===== src/hdl/fsb_pkg.sv =====
// Shared types and constants for the symbol binning block.
// No dependencies; every other file imports this package.
package fsb_pkg;

    localparam int VALUE_BITS  = 32;
    localparam int SEG_BITS    = 4;
    localparam int SLOT_BITS   = 10;
    localparam int BP_BITS     = 8;
    localparam int ALPHA_BITS  = 9;
    localparam int COUNT_BITS  = 11;
    localparam int SEGS_BITS   = 5;
    localparam int NUM_BITS    = VALUE_BITS + BP_BITS;
    localparam int CLR_BITS    = SEG_BITS + BP_BITS;
    localparam int QUEUE_DEPTH = 2;

    localparam logic [ALPHA_BITS-1:0] ALPHA_MIN = ALPHA_BITS'(2);
    localparam logic [ALPHA_BITS-1:0] ALPHA_MAX = ALPHA_BITS'(256);
    localparam logic [COUNT_BITS-1:0] COUNT_MAX = COUNT_BITS'(1024);
    localparam logic [SEGS_BITS-1:0]  SEGS_MAX  = SEGS_BITS'(16);
    localparam logic [VALUE_BITS-1:0] VALUE_LARGEST = {1'b0, {(VALUE_BITS-1){1'b1}}};

    typedef enum logic [1:0] {
        CMD_LOAD    = 2'd0,
        CMD_COMPUTE = 2'd1,
        CMD_QUANT   = 2'd2,
        CMD_NONE    = 2'd3
    } cmd_t;

    typedef enum logic [1:0] {
        REG_ALPHABET = 2'd0,
        REG_MODE     = 2'd1,
        REG_COUNT    = 2'd2,
        REG_SEGS     = 2'd3
    } reg_idx_t;

    typedef struct packed {
        cmd_t                   cmd;
        logic [SEG_BITS-1:0]    seg;
        logic [SLOT_BITS-1:0]   slot;
        logic [VALUE_BITS-1:0]  value;
    } item_t;

    typedef struct packed {
        logic [ALPHA_BITS-1:0]  alpha;
        logic                   depth_mode;
        logic [COUNT_BITS-1:0]  count;
        logic [SEGS_BITS-1:0]   segs;
    } cfg_t;

    typedef struct packed {
        logic [1:0] count;
        logic       full;
        logic       empty;
    } q_stat_t;

    typedef enum logic [3:0] {
        ST_CLEAR,
        ST_IDLE,
        ST_Q_RD,
        ST_Q_CMP,
        ST_C_SEG,
        ST_S_OUTER,
        ST_S_KEY,
        ST_S_RD,
        ST_S_CMP,
        ST_C_LO,
        ST_C_HI0,
        ST_C_HI,
        ST_C_J,
        ST_C_DIV,
        ST_C_RDQ
    } state_t;

endpackage


===== src/hdl/fsb_front.sv =====
// Front end: accepts command beats, drops unknown commands, queues the rest.
// Depends on fsb_pkg.
module fsb_front
    import fsb_pkg::*;
(
    input  logic    clk,
    input  logic    rst_n,
    input  logic    start,
    input  item_t   in_item,
    input  logic    clearing,
    input  logic    pop,
    output logic    busy,
    output item_t   head,
    output q_stat_t stat
);

    item_t      q_mem [QUEUE_DEPTH];
    logic       wr_ptr_reg, wr_ptr_next;
    logic       rd_ptr_reg, rd_ptr_next;
    logic [1:0] count_reg, count_next;
    logic       accept, push;

    assign busy   = (count_reg == 2'(QUEUE_DEPTH)) || clearing;
    assign accept = start && !busy;
    assign push   = accept && (in_item.cmd != CMD_NONE);
    assign head   = q_mem[rd_ptr_reg];

    assign stat.count = count_reg;
    assign stat.full  = (count_reg == 2'(QUEUE_DEPTH));
    assign stat.empty = (count_reg == 2'd0);

    always_comb
    begin
        wr_ptr_next = push ? ~wr_ptr_reg : wr_ptr_reg;
        rd_ptr_next = pop ? ~rd_ptr_reg : rd_ptr_reg;
        count_next  = count_reg + 2'(push) - 2'(pop);
    end

    always_ff @(posedge clk or negedge rst_n)
    begin
        if (!rst_n)
        begin
            wr_ptr_reg <= 1'b0;
            rd_ptr_reg <= 1'b0;
            count_reg  <= 2'd0;
        end
        else
        begin
            wr_ptr_reg <= wr_ptr_next;
            rd_ptr_reg <= rd_ptr_next;
            count_reg  <= count_next;
        end
    end

    always_ff @(posedge clk)
    begin
        if (push)
        begin
            q_mem[wr_ptr_reg] <= in_item;
        end
    end

endmodule


===== config.mk =====
export PLATFORM = sky130hd
export DESIGN_NAME = fsb_front
export DESIGN_NICKNAME = d
export VERILOG_FILES = /design/src/hdl/fsb_pkg.sv /design/src/hdl/fsb_front.sv
export SDC_FILE = /design/constraint.sdc
export NUM_CORES = 1
export LEC_CHECK = 0
export BUFFER_PORTS_ARGS = -buffer_cell sky130_fd_sc_hd__buf_2
export CORE_MARGIN = 5
export CORE_UTILIZATION = 41
export CTS_BUF_LIST = sky130_fd_sc_hd__clkbuf_16
export CTS_CLUSTER_DIAMETER = 120
export CTS_CLUSTER_SIZE = 24
export DETAILED_ROUTE_END_ITERATION = 6
export PLACE_DENSITY = 0.63
export RECOVER_POWER = 50
export SETUP_SLACK_MARGIN = 0.2
export SYNTH_ARGS = -nofsm -noshare
export SYNTH_HDL_FRONTEND = slang
export SYNTH_SLANG_ARGS = --single-unit

===== constraint.sdc =====
create_clock -name clk -period 8.1 [get_ports clk]
set_clock_uncertainty 0.05 [all_clocks]
set_input_delay 0 -clock clk [delete_from_list [all_inputs] [get_ports clk]]
set_output_delay 0 -clock clk [all_outputs]
set_load 0.01 [all_outputs]

==> run summary, run 1 <==
status - finished with violations
violations in the final reports - max-capacitance violations, max-slew violations
maximum VDD drop - 0.137 mV
share of cells above drive strength 1 - 32.7%
synth-to-layout area growth - 36.0%
CTS tree - yes
initial antenna violation count - 0
wire per inst - 15.5 um
final slew viol count - 42
Post-CTS Setup Repair Bufs - 0
fmax - 0.303 GHz
Tot GR Track Use - 12.9%
Vias - 2083
cts bufs inserted - 9
Hold EP - wr_ptr_reg
Yosys warnings - 0
CP endpoint kind - output pin
Worst-Skew Late Latency - 0.33 ns
DR iter-0 viols - 61
DP Worst Slack - 6.09 ns
largest net degree at the start of global routing - 49
peak fanout along the critical path - 41
first-pass GRT wire length - 11100 um
Final Hold Vio Count - 0
row count - 34
Post-Syn Instances - 169
htree depth - 3
Worst Hold Depth - 3
startpoint types - flip-flop
PortBufs - 105
Die H - 105 um
Pwr Density - 285 nW/um2
max reg flops - 96
count of cells resized by post-cts repair - 0
Core Region - 8760 um2
CP Class - reg -> out
Primary FF master, synth - edfxtp_1
placed inst area - 4370 um2
root buf cell - clkbuf_16
unrepaired setup endpoints after global routing - false
Congestion Overflow GR - 0
CP Data Required Time - 8.05 ns
IO Count - 106
final WL - 6910 um
Final GP Congestion - 0.697
reg-to-reg critical path endpoint - q_mem[1][35]
DIE AREA - 11100 um2
placed cell count - 380
max_cap viols - 1
post-DP HPWL - 4210 um
count of state elements after synthesis - 100
synth cell count leaders - 96 x edfxtp_1, 38 x mux2_2, 10 x mux2_4
register area share after synthesis - 80.2%
Yosys top cell area share - 77.5%
syn nets - 224
die span in x - 105 um
Post-synth EDFFs - 96
asr flop ratio synth - 4.00%
clock sink count - 100
Synth Area per Inst - 22.0 um2
flop2flop setup slack - 6.08 ns
Min Hold Slack - 0.103 ns
# fillers - 704
TNS Setup - 0 ns
dominant cells by area after synthesis - edfxtp_1 78%, mux2_2 12%, mux2_4 4.0%, dfrtp_1 2.7%, xnor2_1 0.71%
ant diodes - 0
Slew @ Worst Pin - 2.31 ns
design area - 5060 um2
Initial Utilization - 42.4%
# DRC - 0
non-filler cells, final - 447
Setup WS post-layout - 4.80 ns
CP arrival - 3.25 ns
Final period util - 40.7%
synthesized area - 3720 um2
Register-to-Register Path Depth - 4
RR Startpoint - count_reg[0]
leak pwr - 1.80 nW
worst rel slew slack - -54.3%
vias in the first global route - 2283
post-layout util - 57.7%
Setup Viol. Count Final - 0
most numerous cell in the Yosys netlist - edfxtp_1
First-pass DRT Iterations - 4
post-route ant nets - 0
Synth area leader - edfxtp_1
Final Critical Period - 3.30 ns
post-synthesis cell type count - 15
clock buffer depth - 2
hold wc startpoint - clearing
vias per inst - 4.66
Hold Path Class - in -> reg
Nets - 389
Pwr Total - 1.44 mW
CTS clk-pin slew, worst paths - 0.07 ns
worst max-delay path by stage:
stage	slack (ns)	to	startpoint
global route	4.56	head[25]	rd_ptr_reg
detailed placement	6.09	q_mem[1][28]	count_reg[0]
global placement	6.14	q_mem[1][31]	count_reg[1]
floorplan	4.79	q_mem[0][0]	count_reg[0]
finish	4.80	head[25]	rd_ptr_reg
CTS	6.05	head[25]	rd_ptr_reg
worst max-delay path: stages, from the launching register on:
cell	delay (ns)
dfrtp_1	0.58
clkbuf_1	1.70
mux2_2	0.48
buf_2	0.15
repair_timing:
item                       CTS  global route
hold buffers                51             0
hold endpoints to repair   102             0
setup endpoints to repair    0             0
logic make-up after synthesis:
family | Yosys count | synth area share, %
mux | 48 | 15.6
simple gates | 7 | 0.976
buf+inv | 8 | 1.62
flops | 100 | 80.2
xor+xnor | 4 | 0.943
fa+ha+maj | 2 | 0.673
layer usage:
metal / wire, um / up-vias / global-route usage, %
li1: - / 991 / -
met1: 2840 / 1003 / 15.1
met2: 3480 / 80 / 21.8
met3: 508 / 9 / 4.16
met4: 82 / 0 / 5.66
met5: 0 / - / 0
final cells by class:
class	count	area (um2)	share of cell area, %
clock buffer	9	225	4.45
clock inverter	7	57.6	1.14
inverter	3	11.3	0.223
multi-input combinational	61	656	13.0
sequential	100	2980	59.0
tap	108	135	2.67
timing repair buffer	159	990	19.6
power breakdown:
group / total (mW) / switching (mW) / internal [mW]
registers: 0.657 / 0.0264 / 0.630
logic: 0.388 / 0.197 / 0.191
clock network: 0.396 / 0.184 / 0.212
cell usage in the layout (no fill, tap or decap):
cell	count
clkinv_1	1
clkbuf_2	2
nand2_1	1
mux2_1	9
clkinv_4	2
clkbuf_1	52
xnor2_1	3
nand2b_1	2
buf_1	1
mux2_4	1
inv_1	3
inv_8	1
edfxtp_1	96
nor2_1	1
nand4b_1	1
buf_2	51
nor2_4	2
dlygate4sd3_1	51
ha_1	2
dfrtp_1	4
xor2_1	1
inv_6	2
clkinvlp_4	1
clkbuf_16	9
mux2_2	38
buf_4	2
No activity file was read; power rests on OpenSTA's default activity.
==> run 2: changes to the inputs <==
Clock period 8.1 ns to 3.4 ns, I/O delays scaled along.
==> run summary, run 2 (synthesized netlist as in run 1, its figures left out) <==
status - completed
hold_buf cts - 51
RR Startpoint - count_reg[1]
# DRC - 0
Final GP Congestion - 0.703
count of cells resized by post-cts repair - 0
clock buffer depth - 2
Initial Utilization - 42.4%
Post-CTS Setup Repair Bufs - 0
Slew @ Worst Pin - 1.19 ns
Pwr Density - 696 nW/um2
most common cell after layout, fill and taps aside - edfxtp_1
First-pass DRT Iterations - 4
worst rel slew slack - 20.5%
wire per inst - 15.9 um
Core Region - 8760 um2
hold wc startpoint - start
initial antenna violation count - 0
placed inst area - 4390 um2
post-DP HPWL - 4660 um
vias per inst - 4.65
post-route ant nets - 0
synth-to-layout area growth - 38.1%
CTS clk-pin slew, worst paths - 0.07 ns
vias in the first global route - 2386
largest net degree at the start of global routing - 28
placed cell count - 383
final WL - 7160 um
Setup WS post-layout - 0.950 ns
CP Class - reg -> out
DP Worst Slack - 1.17 ns
Final Hold Vio Count - 0
non-filler cells, final - 450
Vias - 2092
startpoint types - flip-flop
fmax - 0.408 GHz
Nets - 392
cts bufs inserted - 9
commonest non-fill, non-tap cells in the layout - 96 x edfxtp_1, 59 x clkbuf_1, 51 x dlygate4sd3_1
first-pass GRT wire length - 11700 um
Congestion Overflow GR - 0
Hold Path Class - in -> reg
Die H - 105 um
clock sink count - 100
DIE AREA - 11100 um2
max_cap viols - 0
htree depth - 3
Tot GR Track Use - 13.3%
CP endpoint kind - output pin
final slew viol count - 0
Final period util - 72.0%
ant diodes - 0
row count - 34
post-layout util - 58.6%
design area - 5130 um2
Worst Hold Depth - 3
CP Data Required Time - 3.35 ns
maximum VDD drop - 0.399 mV
Worst Setup SP - rd_ptr_reg
CP arrival - 2.40 ns
peak fanout along the critical path - 27
CTS tree - yes
Final Critical Period - 2.45 ns
share of cells above drive strength 1 - 33.3%
root buf cell - clkbuf_16
Setup Viol. Count Final - 0
DR iter-0 viols - 75
TNS Setup - 0 ns
Worst-Skew Late Latency - 0.33 ns
unrepaired setup endpoints after global routing - false
max reg flops - 96
die span in x - 105 um
leak pwr - 1.84 nW
IO Count - 106
Register-to-Register Path Depth - 4
PortBufs - 105
run 2: changes by cell type in the layout (fill, tap and decap cells not counted), sizes merged:
cell    previous run  this run
clkbuf            63        68
bufinv             0         1
clkinv             3         2
buf               54        52
run 2: metal layers:
layer / up-vias / track usage (%) / wire (um)
met5: - / 0 / 0
met4: 0 / 3.01 / 35
met3: 4 / 4.77 / 512
met2: 81 / 22.9 / 3590
met1: 1009 / 16.2 / 3030
li1: 998 / - / -
run 2: critical path, stage by stage, from the launching register on:
cell and delay, ns:
dfrtp_1 1.14, buf_4 0.40, mux2_2 0.38, buf_2 0.14
run 2: per-stage QoR:
step | power [mW] | hold slack (ns)
after floorplan | 2.23 | -0.346
after global placement | 2.56 | -0.233
after detailed placement | 2.57 | -0.233
after CTS | 3.66 | 0.101
after global routing | 3.75 | 0.119
final | 3.57 | 0.103
run 2: cell type report:
cell class / count / area, um2
Sequential cell: 100 / 2980
Timing Repair Buffer: 162 / 1010
Fill cell: 697 / 3630
Inverter: 3 / 11.3
Tap cell: 108 / 135
Multi-Input combinational cell: 61 / 678
Clock inverter: 7 / 93.8
Clock buffer: 9 / 225
run 2: path summary, 6_finish.rpt:
path	endpoint	slack, ns
worst min-delay path	wr_ptr_reg	0.10
max in group asynchronous	rd_ptr_reg	2.61
worst min register to register	count_reg[0]	0.50
min in group asynchronous	wr_ptr_reg	0.52
worst max register to register	q_mem[1][11]	1.23
worst max-delay path	head[22]	0.95
run 2: where the power goes:
| part | internal, mW | total [mW] | switching (mW) | leakage (nW) |
|---|---|---|---|---|
| Sequential | 1.50 | 1.60 | 0.107 | 0.920 |
| Clock | 0.591 | 1.05 | 0.458 | 0.153 |
| Combinational | 0.472 | 0.916 | 0.444 | 0.770 |
| Total | 2.56 | 3.57 | 1.01 | 1.84 |
